`src/rtl/fec_frame_reassembly_tracker_top_macros.svh`:
```
// Assertion macros for the frame reassembly tracker.
`ifndef FEC_FRAME_REASSEMBLY_TRACKER_TOP_MACROS_SVH
`define FEC_FRAME_REASSEMBLY_TRACKER_TOP_MACROS_SVH
`ifndef SYNTHESIS
`define FFRT_ASSERT(lbl, prop, msg) \
  lbl: assert property (@(posedge clk_i) disable iff (!rst_ni) (prop)) else $error(msg);
`define FFRT_ASSERT_IMPL(lbl, ante, cons, msg) \
  lbl: assert property (@(posedge clk_i) disable iff (!rst_ni) (ante) |-> (cons)) \
    else $error(msg);
`else
`define FFRT_ASSERT(lbl, prop, msg)
`define FFRT_ASSERT_IMPL(lbl, ante, cons, msg)
`endif
`endif

```
`src/rtl/ffrt_pkg.sv`:
```
// Shared constants and types of the frame reassembly tracker.
package ffrt_pkg;
  localparam int unsigned WINDOW    = 16;
  localparam int unsigned SLOT_W    = $clog2(WINDOW);
  localparam int unsigned MAX_FRAGS = 64;
  localparam int unsigned FRAG_W    = 6;
  localparam int unsigned CNT_W     = 7;
  localparam int unsigned FRAME_W   = 32;
  localparam int unsigned PAY_W     = 16;
  localparam int unsigned BYTES_W   = 22;
  localparam int unsigned RECV_W    = 8;
  localparam int unsigned MASK_W    = 64;
  localparam int unsigned KIND_W    = 3;

  localparam int unsigned IN_TDATA_W  = 72;
  localparam int unsigned IN_TUSER_W  = 2;
  localparam int unsigned OUT_TDATA_W = 152;
  localparam int unsigned OUT_TUSER_W = 3;

  localparam logic [KIND_W-1:0] KIND_ACCEPTED  = 3'd0;
  localparam logic [KIND_W-1:0] KIND_OLD       = 3'd1;
  localparam logic [KIND_W-1:0] KIND_OOW       = 3'd2;
  localparam logic [KIND_W-1:0] KIND_MALFORMED = 3'd3;
  localparam logic [KIND_W-1:0] KIND_DELIVERED = 3'd4;

  typedef struct packed {
    logic [FRAME_W-1:0] frame_number;
    logic               is_key;
    logic               is_repair;
    logic [FRAG_W-1:0]  frag_index;
    logic [CNT_W-1:0]   data_frags;
    logic [CNT_W-1:0]   repair_frags;
    logic [PAY_W-1:0]   payload_bytes;
    logic               hdr_bad;
  } item_t;

  typedef struct packed {
    logic [KIND_W-1:0]  kind;
    logic [FRAME_W-1:0] delivered_frame;
    logic [BYTES_W-1:0] frame_bytes;
    logic [FRAME_W-1:0] skipped_frames;
    logic [MASK_W-1:0]  missing_mask;
  } result_t;
endpackage

```
`src/rtl/ffrt_queue.sv`:
```
// Two-entry queue of classified headers between front and back end.
module ffrt_queue (
  input  logic            clk_i,
  input  logic            rst_ni,
  input  logic            push_valid_i,
  output logic            push_ready_o,
  input  ffrt_pkg::item_t push_item_i,
  output logic            pop_valid_o,
  input  logic            pop_i,
  output ffrt_pkg::item_t pop_item_o
);
  import ffrt_pkg::*;

  item_t      mem_q [2];
  logic       wr_q, rd_q;
  logic [1:0] cnt_q;
  logic       do_push, do_pop;

  assign push_ready_o = (cnt_q != 2'd2);
  assign pop_valid_o  = (cnt_q != 2'd0);
  assign do_push      = push_valid_i && push_ready_o;
  assign do_pop       = pop_i && pop_valid_o;
  assign pop_item_o   = mem_q[rd_q];

  always_ff @(posedge clk_i or negedge rst_ni) begin
    if (!rst_ni) begin
      wr_q  <= 1'b0;
      rd_q  <= 1'b0;
      cnt_q <= 2'd0;
    end else begin
      if (do_push) wr_q <= !wr_q;
      if (do_pop)  rd_q <= !rd_q;
      cnt_q <= cnt_q + 2'(do_push) - 2'(do_pop);
    end
  end

  always_ff @(posedge clk_i) begin
    if (do_push) begin
      mem_q[wr_q] <= push_item_i;
    end
  end
endmodule

```
`config.mk`:
```
export PLATFORM = sky130hd
export DESIGN_NAME = ffrt_queue
export DESIGN_NICKNAME = d
export VERILOG_FILES = /design/src/rtl/fec_frame_reassembly_tracker_top_macros.svh /design/src/rtl/ffrt_pkg.sv /design/src/rtl/ffrt_queue.sv
export SDC_FILE = /design/constraint.sdc
export NUM_CORES = 1
export LEC_CHECK = 0
export BUFFER_PORTS_ARGS = -buffer_cell sky130_fd_sc_hd__buf_2
export CORE_ASPECT_RATIO = 1.25
export CORE_MARGIN = 5
export CORE_UTILIZATION = 24
export DETAILED_ROUTE_END_ITERATION = 6
export SLEW_MARGIN = 30
export SYNTH_ARGS = -nofsm -noshare
export SYNTH_HDL_FRONTEND = slang
export SYNTH_SLANG_ARGS = --single-unit
```
`constraint.sdc`:
```
create_clock -name clk_i -period 6.15 [get_ports clk_i]
set_clock_uncertainty 0.15 [all_clocks]
set_input_delay 0.9225 -clock clk_i [delete_from_list [all_inputs] [get_ports clk_i]]
set_output_delay 0.9225 -clock clk_i [all_outputs]
set_load 0.05 [all_outputs]
```
# Yosys cells after proc, flatten, opt, wreduce, memory -nomap -nowiden
# Memory sizes are Yosys's and may differ from the RTL's.
# Cells that the tools add are included.
[totals]
ff_bits = 4
inputBits = 75
ram_bits = 142
memories = 1
[op_classes]
n_addsub = 2
n_eq_ne = 1
muxes = 2
reduce_logical = 5
[memory_table]
columns = ["name", "depth", "width", "read_ports", "rd_ports_with_merged_regs", "wr", "line_no", "rtl"]
rows = [
  ["mem_q", 2, 71, 1, 0, 1, "ffrt_queue.sv:14", "item_t mem_q [2];"],
]
[ops]
columns = ["operator", "count"]
rows = [
  ["$add A2 B1 Y2", 1],
  ["$logic_and A1 B1 Y1", 2],
  ["$logic_not A1 Y1", 2],
  ["$mux W1", 2],
  ["$ne A2 B2 Y1 const B", 1],
  ["$reduce_bool A2 Y1", 1],
  ["$sub A2 B1 Y2", 1],
]

# Logic depth before layout (Yosys ltp)
[depth]
ltp_word = 4
depth_mapped = 5
mapped_depth_nobuf = 5

# Least setup slack after synthesis
# OpenSTA, ideal clock, no wires.
[synth_timing]
kind = "flip-flop to flip-flop"
startpoint = "register cnt_q[0]"
endpoint = "memory mem_q[0][0] (netlist name), enable pin"
slack_ns = 1.485
period_less_slack_ns = 4.665
arrival_time_ns = 4.014
stages_incl_launch_ff = 4
setup_ns = 0.501
cell_sequence = "dfrtp_1 nand2b_1 nand2_1 nor2_1"
[synth_between]
elab_chain_cells = 4
[synth_rtl]
columns = ["element", "line_no", "rtl"]
rows = [
  ["from (decl)", "ffrt_queue.sv:16", "logic [1:0] cnt_q;"],
  ["from (signal assigned)", "ffrt_queue.sv:33", "cnt_q <= cnt_q + 2'(do_push) - 2'(do_pop);"],
  ["$ne A2 B2 Y1", "ffrt_queue.sv:19", "assign push_ready_o = (cnt_q != 2'd2);"],
  ["via push_ready_o", "ffrt_queue.sv:6", "output logic push_ready_o,"],
  ["$logic_and A1 B1 Y1", "ffrt_queue.sv:21", "assign do_push = push_valid_i && push_ready_o;"],
  ["$mux W1", "ffrt_queue.sv:38", "if (do_push) begin"],
  ["$mux W1 (not written as such)", "ffrt_queue.sv:39", "mem_q[wr_q] <= push_item_i;"],
  ["to (decl)", "ffrt_queue.sv:14", ""],
]
# The timed path passes the listed nets, and every way through them passes these cells.

==> flow_metrics.tcl <==
set metrics [dict create \
    status "completed" \
    port_buffers 147 \
    die_w_um 143 \
    worstPathRequired_ns 5.08 \
    initial_core_util 0.241 \
    maxSlewViolCount 0 \
    hold_class "input pin to asynchronous set/reset pin" \
    dp.cells 668 \
    antenna_cells 0 \
    yosysSeqAreaShare 0.817 \
    firstDrtPassIters 4 \
    ctsHoldBuffers 0 \
    cts_resized 0 \
    regArea_um2 4370 \
    async_flop_share 0.0274 \
    post_dp_cell_area_um2 6450 \
    slew_headroom 0.556 \
    power-per-cell-area_nw_per_um2 578 \
    crit_path_end_kind "primary output" \
    synthToLayoutAreaGrowth_pct 32.6 \
    drive_above_1_share 0.619 \
    multiInputGateArea_um2 933 \
    netlist_instances 243 \
    htree_levels 4 \
    core-area_um2 22100 \
    post-route-util 0.320 \
    grt_pass1_wl_mm 15.8 \
    critPathLaunchType "flip-flop" \
    drt-wirelength-per-cell_um 14.9 \
    clk_pin_slew_ns 0.06 \
    r2r-end "mem_q[0][58]" \
    fill_cells 2185 \
    crit_slowest_cell "dfrtp_4" \
    reg2reg_slack_ns 3.77 \
    grt_max_degree 73 \
    ant_nets 0 \
    rsz0062_at_grt "false" \
    grt_use_total 0.0825 \
    clock.fmax_ghz 0.322 \
    cts_buffers 17 \
    antenna_found_initial 0 \
    dieArea_um2 25400 \
    avgSynthCellArea_um2 22.0 \
    critical_path.top_delay_family "flip-flops" \
    grt_pass1_vias 3063 \
    synth_top_flop_cell "edfxtp_1" \
    setup_tns_ns 0 \
    worstSetupPathType "flip-flop to primary output" \
    fin_crit_ns 3.11 \
    via_per_inst 3.97 \
    reg2reg_depth 4 \
    cts.path.max_buffers 2 \
    fin_nets 481 \
    critPathMaxStageDelay_ns 0.71 \
    p_leak_nw 2.61 \
    syn_nets 319 \
    clkLatencyLatePin_ns 0.41 \
    timing.rr.start "cnt_q[0]" \
    cap_violations 0 \
    cts_setup_buffers 0 \
    wl_mm 10.4 \
    final_cells 700 \
    clkSinkCount 146 \
    post-route-period-util 0.505 \
    hold_viol_final 0 \
    ys_types 18 \
    rows 61 \
    dpl.hpwl_mm 7.03 \
    drtIter0Drc 82 \
    gp_congestion 0.656 \
    ios 148 \
    arrival_ns 2.03 \
    worst_pin_slew_ns 0.664 \
    path_cells "buf_16 -> mux2_2 -> buf_2" \
    ys_ff_latch 146 \
    synth_edf_count 142 \
    via_count 2782 \
    die_h_um 177 \
    tritoncts "built" \
    finalInstanceArea_um2 7090 \
    peakVddDrop_uv 308 \
    syn_area_um2 5340 \
    overflow 0 \
    cts.root.buffer_cell "clkbuf_16" \
    critical_path.max_fanout 42 \
    yosys_warnings 0 \
    critPathBufInv 2 \
    drc 0 \
    setup_viol 0 \
]
## flip-flops by register name, summed over array words and instances (netlist names)
register / count
mem_q: 142
cnt_q: 2
rd_q: 1
wr_q: 1
## layout make-up
| class | count | area share |
|---|---|---|
| clock buffer | 17 | 0.0600 |
| clock inverter | 14 | 0.0263 |
| multi-input combinational | 89 | 0.132 |
| tap | 283 | 0.0500 |
| sequential | 146 | 0.616 |
| timing repair buffer | 151 | 0.115 |
## power by group
part | leakage, nW | internal [mW] | switching, mW
Clock | 0.299 | 0.675 | 0.391
Sequential | 1.37 | 1.36 | 0.0956
Combinational | 0.941 | 0.448 | 1.13
## cell usage after synthesis (2+ instances only)
| master | instances | area (um2) |
|---|---|---|
| edfxtp_1 | 142 | 4260 |
| buf_4 | 7 | 52.6 |
| nand2_1 | 2 | 7.51 |
| nor2_1 | 3 | 11.3 |
| xnor2_1 | 3 | 26.3 |
| dfrtp_1 | 4 | 100 |
| mux2_2 | 71 | 800 |
## kinds of logic (layout without fill, tap and decap cells)
logic type,after synthesis,count (layout),share of synthesized area
and+or+nand+nor,11,11,0.0112
buffers and inverters,8,182,0.0108
adders and majority gates,1,1,0.00234
xor gates and xnor gates,3,3,0.00492
DFF,146,146,0.817
AOI/OAI and AO/OA,3,3,0.00445
muxes,71,71,0.150
## cell usage in the layout (no fill, tap or decap), types with 2 or more instances in the layout
master	n
buf_2	147
edfxtp_1	142
mux2_2	71
clkbuf_16	17
clkinv_2	5
bufinv_16	4
xnor2_1	3
dfrtp_1	3
nand2_1	2
nor2_1	2
clkinvlp_4	2
inv_6	2
buf_16	2
## worst reg2reg max path, stage by stage, from the launching register on
cell,delay [ns]
dfrtp_1,0.42
nand2b_1,0.19
nand2_1,0.13
nor2_4,0.53
buf_4,0.58
## worst max path at each step
| stage | start | to | slack, ns | cells past startpoint |
|---|---|---|---|---|
| final | rd_q | pop_item_o[31] | 3.04 | 3 |
| after global routing | rd_q | pop_item_o[15] | 2.92 | 3 |
| after CTS | rd_q | pop_item_o[69] | 2.82 | 2 |
| after detailed placement | push_valid_i | mem_q[0][9] | 3.26 | 4 |
| after global placement | push_valid_i | mem_q[0][3] | 2.99 | 4 |
| after floorplan | cnt_q[0] | mem_q[0][0] | 1.48 | 3 |
## metrics by stage
| step | total power [mW] | setup WS (ns) | hold slack (ns) |
|---|---|---|---|
| CTS | 4.16 | 2.82 | 0.125 |
| floorplan | 2.71 | 1.48 | 0.310 |
| detailed placement | 3.07 | 3.26 | 0.395 |
| global route | 4.29 | 2.92 | 0.131 |
| global placement | 3.02 | 2.99 | 0.391 |
| finish | 4.10 | 3.04 | 0.157 |
## per-layer routing
metal  track usage  vias to the layer above  wire length, um
li1              -                     1288                -
met1        0.0846                     1398             3840
met2         0.148                       84             5680
met3        0.0341                       12              725
met4        0.0330                        0              161
met5             0                        -                0
Note: power is estimated with default switching activity, not from simulation.
