**src/rtl/fec_frame_reassembly_tracker_top_macros.svh**
```systemverilog
// Assertion macros for the frame reassembly tracker.
`ifndef FEC_FRAME_REASSEMBLY_TRACKER_TOP_MACROS_SVH
`define FEC_FRAME_REASSEMBLY_TRACKER_TOP_MACROS_SVH
`ifndef SYNTHESIS
`define FFRT_ASSERT(lbl, prop, msg) \
  lbl: assert property (@(posedge clk_i) disable iff (!rst_ni) (prop)) else $error(msg);
`define FFRT_ASSERT_IMPL(lbl, ante, cons, msg) \
  lbl: assert property (@(posedge clk_i) disable iff (!rst_ni) (ante) |-> (cons)) \
    else $error(msg);
`else
`define FFRT_ASSERT(lbl, prop, msg)
`define FFRT_ASSERT_IMPL(lbl, ante, cons, msg)
`endif
`endif

```
**src/rtl/ffrt_pkg.sv**
```systemverilog
// Shared constants and types of the frame reassembly tracker.
package ffrt_pkg;
  localparam int unsigned WINDOW    = 16;
  localparam int unsigned SLOT_W    = $clog2(WINDOW);
  localparam int unsigned MAX_FRAGS = 64;
  localparam int unsigned FRAG_W    = 6;
  localparam int unsigned CNT_W     = 7;
  localparam int unsigned FRAME_W   = 32;
  localparam int unsigned PAY_W     = 16;
  localparam int unsigned BYTES_W   = 22;
  localparam int unsigned RECV_W    = 8;
  localparam int unsigned MASK_W    = 64;
  localparam int unsigned KIND_W    = 3;

  localparam int unsigned IN_TDATA_W  = 72;
  localparam int unsigned IN_TUSER_W  = 2;
  localparam int unsigned OUT_TDATA_W = 152;
  localparam int unsigned OUT_TUSER_W = 3;

  localparam logic [KIND_W-1:0] KIND_ACCEPTED  = 3'd0;
  localparam logic [KIND_W-1:0] KIND_OLD       = 3'd1;
  localparam logic [KIND_W-1:0] KIND_OOW       = 3'd2;
  localparam logic [KIND_W-1:0] KIND_MALFORMED = 3'd3;
  localparam logic [KIND_W-1:0] KIND_DELIVERED = 3'd4;

  typedef struct packed {
    logic [FRAME_W-1:0] frame_number;
    logic               is_key;
    logic               is_repair;
    logic [FRAG_W-1:0]  frag_index;
    logic [CNT_W-1:0]   data_frags;
    logic [CNT_W-1:0]   repair_frags;
    logic [PAY_W-1:0]   payload_bytes;
    logic               hdr_bad;
  } item_t;

  typedef struct packed {
    logic [KIND_W-1:0]  kind;
    logic [FRAME_W-1:0] delivered_frame;
    logic [BYTES_W-1:0] frame_bytes;
    logic [FRAME_W-1:0] skipped_frames;
    logic [MASK_W-1:0]  missing_mask;
  } result_t;
endpackage

```
**src/rtl/ffrt_front.sv**
```systemverilog
// Front end: takes datagram header beats and flags malformed headers.
module ffrt_front (
  input  logic                              clk_i,
  input  logic                              rst_ni,
  input  logic                              s_axis_tvalid,
  output logic                              s_axis_tready,
  input  logic [ffrt_pkg::IN_TDATA_W-1:0]   s_axis_tdata,
  input  logic [ffrt_pkg::IN_TUSER_W-1:0]   s_axis_tuser,
  output logic                              item_valid_o,
  input  logic                              item_ready_i,
  output ffrt_pkg::item_t                   item_o
);
  import ffrt_pkg::*;

  logic  valid_q;
  item_t item_q, item_d;
  logic [CNT_W-1:0] grp;

  assign s_axis_tready = !valid_q || item_ready_i;

  always_comb begin
    item_d.frame_number  = s_axis_tdata[31:0];
    item_d.frag_index    = s_axis_tdata[37:32];
    item_d.data_frags    = s_axis_tdata[44:38];
    item_d.repair_frags  = s_axis_tdata[51:45];
    item_d.payload_bytes = s_axis_tdata[67:52];
    item_d.is_key        = s_axis_tuser[0];
    item_d.is_repair     = s_axis_tuser[1];
    grp = item_d.is_repair ? item_d.repair_frags : item_d.data_frags;
    item_d.hdr_bad = (item_d.data_frags == '0) ||
                     (item_d.data_frags > CNT_W'(MAX_FRAGS)) ||
                     (item_d.repair_frags > CNT_W'(MAX_FRAGS)) ||
                     ({1'b0, item_d.frag_index} >= grp);
  end

  always_ff @(posedge clk_i or negedge rst_ni) begin
    if (!rst_ni) begin
      valid_q <= 1'b0;
    end else if (s_axis_tready) begin
      valid_q <= s_axis_tvalid;
    end
  end

  always_ff @(posedge clk_i) begin
    if (s_axis_tvalid && s_axis_tready) begin
      item_q <= item_d;
    end
  end

  assign item_valid_o = valid_q;
  assign item_o       = item_q;
endmodule

```
**config.mk**
```make
export PLATFORM = sky130hd
export DESIGN_NAME = ffrt_front
export DESIGN_NICKNAME = d
export VERILOG_FILES = /design/src/rtl/fec_frame_reassembly_tracker_top_macros.svh /design/src/rtl/ffrt_pkg.sv /design/src/rtl/ffrt_front.sv
export SDC_FILE = /design/constraint.sdc
export NUM_CORES = 1
export LEC_CHECK = 0
export BUFFER_PORTS_ARGS = -buffer_cell sky130_fd_sc_hd__buf_2
export CORE_MARGIN = 1
export CORE_UTILIZATION = 45
export DETAILED_ROUTE_END_ITERATION = 12
export PLACE_DENSITY = 0.83
export SLEW_MARGIN = 30
export SYNTH_ARGS = -nofsm -noshare
export SYNTH_HDL_FRONTEND = slang
export SYNTH_SLANG_ARGS = --single-unit
```
**constraint.sdc**
```tcl
create_clock -name clk_i -period 6 [get_ports clk_i]
set_input_delay 0.6 -clock clk_i [delete_from_list [all_inputs] [get_ports clk_i]]
set_output_delay 0.6 -clock clk_i [all_outputs]
set_load 0.02 [all_outputs]
```
Yosys cells after proc, flatten, opt, wreduce, memory -nomap -nowiden
Index checks and enable logic that the tools add are counted.
W data, S select, Z words.
{"block": "word_totals", "regBits": 72, "out_inout_bits": 73}
{"block": "classes", "n_lt_le_gt_ge": 3, "muxes": 1, "n_reduce_logical": 7}
{"op": "$gt A7 B7 Y1 const B", "count": 2}
{"op": "$ge A6 B7 Y1", "count": 1}
{"op": "$logic_not A7 Y1", "count": 1}
{"op": "$mux W7", "count": 1}
{"op": "$logic_or A1 B1 Y1", "count": 4}
{"op": "$logic_and A1 B1 Y1", "count": 1}
{"op": "$logic_not A1 Y1", "count": 1}

Logic depth before layout (Yosys ltp)
Gate-level depths: netlist of run 1.
{"block": "depth", "depth_word": 4, "mapped_depth": 7, "ltp_nobuf": 6}

Least setup slack after synthesis of run 1
OpenSTA, ideal clock, no wires.
{"block": "synth_timing", "path_kind": "input port to flip-flop", "from": "input port item_ready_i", "to": "register item_q (netlist bit item_o[0]), enable pin", "arrival_ns": 2.565, "required_ns": 5.563, "setup_slack_ns": 2.999, "path_stages": 2, "n_path_buf": 0, "cell_sequence": "nand2b_1 -> and2_1"}
{"block": "synth_via", "elab_chain_len": 2}
{"item": "start: declaration", "line_no": "ffrt_front.sv:10", "rtl": "input logic item_ready_i,"}
{"item": "$logic_or A1 B1 Y1", "line_no": "ffrt_front.sv:19", "rtl": "assign s_axis_tready = !valid_q || item_ready_i;"}
{"item": "$logic_and A1 B1 Y1", "line_no": "ffrt_front.sv:45", "rtl": "if (s_axis_tvalid && s_axis_tready) begin"}
{"item": "end signal: assignment", "line_no": "ffrt_front.sv:46", "rtl": "item_q <= item_d;"}
{"item": "end: declaration", "line_no": "ffrt_front.sv:16", "rtl": "item_t item_q, item_d;"}
No other way between the ends.
A chain may end at the register's enable or synchronous reset.

==> flow_summary.toml, run 1 <==
[yosys]
ys_types = 19
avgSynthCellArea_um2 = 22.8
yosysWarningCount = 0
ys_ff_latch = 72
ys_seq_area_share_pct = 88.4
synth_area_um2 = 2440
syn_inst = 107
synth_nets = 191

[detailed_routing]
dr_total_vias = 1598
vias_per_cell = 4.71
wirelength_mm = 4.90
firstDrtPassIters = 4
post_drt_wl_per_cell_um = 14.4
drc = 0
antenna_left = 0
initialDrtViolationCount = 82

[power]
switching_power_mw = 0.245
power_mw = 1.09
clkPwrFrac_pct = 35.0
pwr_density_cell_nw_per_um2 = 314
internal_power_mw = 0.844
p_seq_share_pct = 54.4
combPwrFrac_pct = 10.6
p_leak_nw = 1.50
switching_share_pct = 22.5
ir_drop_v = 0.000204

[clock_tree]
clk_latency_ns = 0.32
htreeDepth = 3
cts.path.max_buffers = 2
cts_setup_buffers = 0
clk_pin_slew_ns = 0.07
cts_made_buffers = 9
post_cts_resized = 0
root_buffer = "clkbuf_8"
cts_tree = "built"
cts_num_sinks = 72
hold_buffers = 0

[setup_path]
crit_type = "in2reg"
start_kind = "input pin"
cp-end-kind = "flip-flop"
rr_worst_depth = 3
crit_slowest_cell = "a2111oi_0"
worstPathCellList = "buf_2 > mux2_1 > ha_1 > inv_1 > a21oi_1 > a2111oi_0 > o211ai_1"
crit_fanout = 10
cp.required_ns = 6.07
slowest_delay_ns = 0.37
cp.arrival_ns = 2.10

[timing]
relSlewSlack_pct = 42.9
finalSetupTns_ns = 0
fin_skew_ns = 0.00443
rsz0062_at_grt = "false"
min_period_ns = 2.03
fmax_mhz = 492
drv_slew = 0
setup_violations = 0
fin_ws_ns = 3.97
whs_ns = 0.0365
hold_viol = 0
tightest_slew_ns = 0.857
fin_crit_sh_pct = 33.9

[global_route]
antenna_found_initial = 0
grtUsageMet2_pct = 27.5
gr-total-overflow = 0
grtUsageMet3_pct = 8.73
grt_pass1_wl_mm = 6.68
grt_max_degree = 72
gr-usage-met1_pct = 17.1
busiest_layer = "met2"
track_usage_pct = 17.3
grt_pass1_vias = 1432

[die]
die-area_um2 = 5720
design.core.area_um2 = 5170
start_util_pct = 47.2
io_pins = 151
row_count = 26
fp.dieW_um = 75.6
die_h_um = 75.6

[layout]
drive_above_1_share_pct = 61.3
layout_common_cells = "buf_2, edfxtp_1, clkbuf_8, mux2i_1, ha_1"
synthToLayoutAreaGrowth_pct = 42.2
stdcell_area_um2 = 3470
nets = 348
fillers = 375
diodes = 0
final_common_cell = "buf_2"

[placement]
gp_congestion = 0.719
hpwlAfterDp_mm = 3.68
port_buffers = 146
dp_slack_ns = 3.58
placed_area_um2 = 3260

[job]
maxCapViolCount = 0

[worst_hold_path]
worst_hold_path_type = "in2async"

[run_status]
status = "completed"
per-layer routing:
layer / vias to the layer above / wire (um) / part of all wire, %
met3: 18 / 668 / 14
met5: - / 0 / 0
met1: 729 / 1730 / 35
li1: 742 / - / -
met2: 109 / 2300 / 47
met4: 0 / 194 / 4.0
cell usage after synthesis (all sizes together):
master   count  area share [%]
a2111oi      1            0.36
a21oi        3            0.62
and2         1            0.26
buf          1            0.20
dfrtp        1             1.0
edfxtp      71              87
ha           6             3.1
inv          3            0.46
mux2         1            0.46
mux2i        7             2.9
nand2        2            0.31
nand2b       2            0.51
nor3         3            0.82
nor3b        1            0.31
o2111ai      1            0.36
o211ai       1            0.31
o21ai        1            0.20
or4          1            0.46
metrics by stage:
stage	instances	utilization, %
6_report	339	67.1
5_1_grt	339	67.1
4_1_cts	339	67.1
3_5_place_dp	323	63.1
3_3_place_gp	323	63.1
2_1_floorplan	107	-
worst max-delay path, delay by kind of cell:
| family | cells | cell delay, ns |
|---|---|---|
| AO/OA/AOI/OAI | 3 | 0.57 |
| adder cells (fa/ha/maj) | 1 | 0.27 |
| buffers and inverters | 2 | 0.29 |
| multiplexers | 1 | 0.36 |
layout make-up:
type                            count  area, um2  area share, %
Clock buffer                       12        155           4.47
Inverter                            3       11.3          0.325
Tap cell                           70       87.6           2.53
Timing Repair Buffer              147        738           21.3
Multi-Input combinational cell     31        268           7.72
Clock inverter                      4       51.3           1.48
Sequential cell                    72       2160           62.2
final timing paths:
| kind | from | endpoint | slack [ns] |
|---|---|---|---|
| worst min-delay path | rst_ni | item_valid_o$_DFFE_PN0N_ | 0.04 |
| worst max-delay path | s_axis_tuser[1] | item_o[0]$_DFFE_PP_ | 3.97 |
| min in group clk_i | s_axis_tdata[29] | item_o[68]$_DFFE_PP_ | 0.44 |
| max in group asynchronous | rst_ni | item_valid_o$_DFFE_PN0N_ | 5.88 |
| worst min register to register | item_valid_o$_DFFE_PN0N_ | item_valid_o$_DFFE_PN0N_ | 0.54 |
| worst max register to register | item_valid_o$_DFFE_PN0N_ | item_o[8]$_DFFE_PP_ | 4.30 |
kinds of logic after synthesis:
family	share of synthesized area, %
flops	88.4
simple gates	2.67
mux	3.33
compound gates	1.85
fa+ha+maj	3.08
buf+inv	0.666
power groups by stage:
stage / Sequential, mW / Clock, mW / Combinational [mW]
3_5_place_dp: 0.603 / 0 / 0.116
3_3_place_gp: 0.602 / 0 / 0.114
4_1_cts: 0.593 / 0.393 / 0.117
6_report: 0.592 / 0.382 / 0.115
2_1_floorplan: 0.641 / 0 / 0.0226
5_1_grt: 0.595 / 0.413 / 0.126
sequential cells by signal, summed over array words and instances, names as in the netlist:
| name | count |
|---|---|
| item_valid_o | 1 |
| item_o | 71 |
Note: power is estimated with default switching activity, not from simulation.
==> run 2, diff against run 1 <==
- CORE_UTILIZATION: 45 -> 38
- PLACE_DENSITY: 0.83 -> 0.75
- clock period: 6 -> 1.8 ns (I/O delays scaled with it)
==> run 2 against run 1 <==
  * Clock skew increased by 0.0038 ns
  * Sequential share of layout area decreased by 1.5 points
  * Sequential power increased to 3.3 times the previous value
  * Combinational power increased to 3.5 times the previous value
  * Global-route usage decreased by 1.7 points
  * Worst hold slack got worse by 0.018 ns
  * Utilization decreased by 8.4 points
  * Count of clock-buffer cells in the layout decreased by 3
  * Clock power increased to 3.1 times the previous value
  * Critical endpoint unchanged
==> flow_summary.toml, run 2 (synthesized netlist as in run 1, its figures left out) <==
[run_status]
status = "completed"

[timing]
min_period_ns = 1.46
hold_viol = 0
relSlewSlack_pct = 69.6
fin_skew_ns = 0.00818
finalSetupTns_ns = 0
fmax_mhz = 684
rsz0062_at_grt = "false"
setup_violations = 0
fin_ws_ns = 0.337
fin_crit_sh_pct = 81.3
drv_slew = 0
tightest_slew_ns = 0.444

[setup_path]
slowest_delay_ns = 0.36
crit_type = "in2reg"
cp.required_ns = 1.86
worstPathCellList = "buf_2 > buf_4 > mux2i_1 > ha_1 > nand2_1 > a21oi_1 > a2111oi_0 > o211ai_1"
crit_fanout = 8
start_kind = "input pin"
cp.arrival_ns = 1.53
crit_slowest_cell = "a2111oi_0"
r2r_slack_ns = 0.45
cp-end-kind = "flip-flop"
critPathTopFamily = "compound AO/OA/AOI/OAI gates"
cp_num_buf_inv = 2

[power]
ir_drop_v = 0.000631
pwr_density_cell_nw_per_um2 = 1010
p_leak_nw = 1.53
power_mw = 3.57

[clock_tree]
clk_pin_slew_ns = 0.08
cts_num_sinks = 72
cts_made_buffers = 9
root_buffer = "clkbuf_8"
htreeDepth = 3
cts.path.max_buffers = 2
cts_tree = "built"
clk_latency_ns = 0.33
cts_setup_buffers = 0

[placement]
hpwlAfterDp_mm = 3.91
dp_slack_ns = -0.00719
port_buffers = 146
placed_area_um2 = 3290
gp_congestion = 0.731

[global_route]
track_usage_pct = 15.5
gr-total-overflow = 0
grt_max_degree = 72
antenna_found_initial = 2
grt_pass1_wl_mm = 7.31
grt_pass1_vias = 1581

[detailed_routing]
antenna_left = 0
wirelength_mm = 5.25
initialDrtViolationCount = 127
vias_per_cell = 4.65
post_drt_wl_per_cell_um = 14.9
firstDrtPassIters = 4
drc = 0
dr_total_vias = 1637

[die]
die-area_um2 = 6750
fp.dieW_um = 82.1
row_count = 28
io_pins = 151
die_h_um = 82.1
design.core.area_um2 = 6060
start_util_pct = 40.3

[layout]
stdcell_area_um2 = 3550
synthToLayoutAreaGrowth_pct = 45.6
utilization_pct = 58.6
nets = 357
final_common_cell = "buf_2"
drive_above_1_share_pct = 59.2
diodes = 0
largest_reg_flops = 71
layout_common_cells = "buf_2, edfxtp_1, clkbuf_8, dlygate4sd3_1, mux2i_1"

[worst_hold_path]
worst_hold_path_type = "in2reg"

[job]
maxCapViolCount = 0
run 2: final cells by class:
| type | count | area (um2) |
|---|---|---|
| Fill cell | 466 | 2510 |
| Sequential cell | 72 | 2160 |
| Timing Repair Buffer | 156 | 838 |
| Multi-Input combinational cell | 31 | 269 |
| Clock buffer | 9 | 124 |
| Tap cell | 75 | 93.8 |
| Clock inverter | 6 | 60.1 |
| Inverter | 3 | 11.3 |
run 2: metal layers:
metal / share of wire, % / track usage, % / vias to the layer above
li1: - / - / 758
met5: 0.25 / 0 / -
met4: 1.3 / 6.67 / 2
met3: 14 / 9.23 / 9
met2: 48 / 25.0 / 113
met1: 36 / 16.4 / 755
run 2: through the flow:
step | cells | hold slack, ns
2_1_floorplan | 107 | -0.116
3_3_place_gp | 329 | -0.0456
3_5_place_dp | 329 | -0.0442
4_1_cts | 345 | 0.00245
5_1_grt | 352 | 0.00101
6_report | 352 | 0.0184
run 2: power by group:
part           switching (mW)  internal (mW)
Combinational           0.250          0.159
Sequential             0.0203           1.95
Clock                   0.564          0.628
run 2: worst paths after layout:
| check | start | cells after the start | to |
|---|---|---|---|
| max in group asynchronous | rst_ni | 2 | item_valid_o$_DFFE_PN0N_ |
| min in group asynchronous | rst_ni | 2 | item_valid_o$_DFFE_PN0N_ |
| hold reg to reg | item_valid_o$_DFFE_PN0N_ | 2 | item_valid_o$_DFFE_PN0N_ |
| setup reg to reg | item_valid_o$_DFFE_PN0N_ | 3 | item_o[63]$_DFFE_PP_ |
| hold / removal | s_axis_tdata[12] | 1 | item_o[51]$_DFFE_PP_ |
| setup / recovery | s_axis_tuser[1] | 8 | item_o[0]$_DFFE_PP_ |
run 2: timing repair:
item / CTS / global route
endpoints found under the hold margin: 1 / 7
resized for setup: 0 / 0
hold buffers: 1 / 7
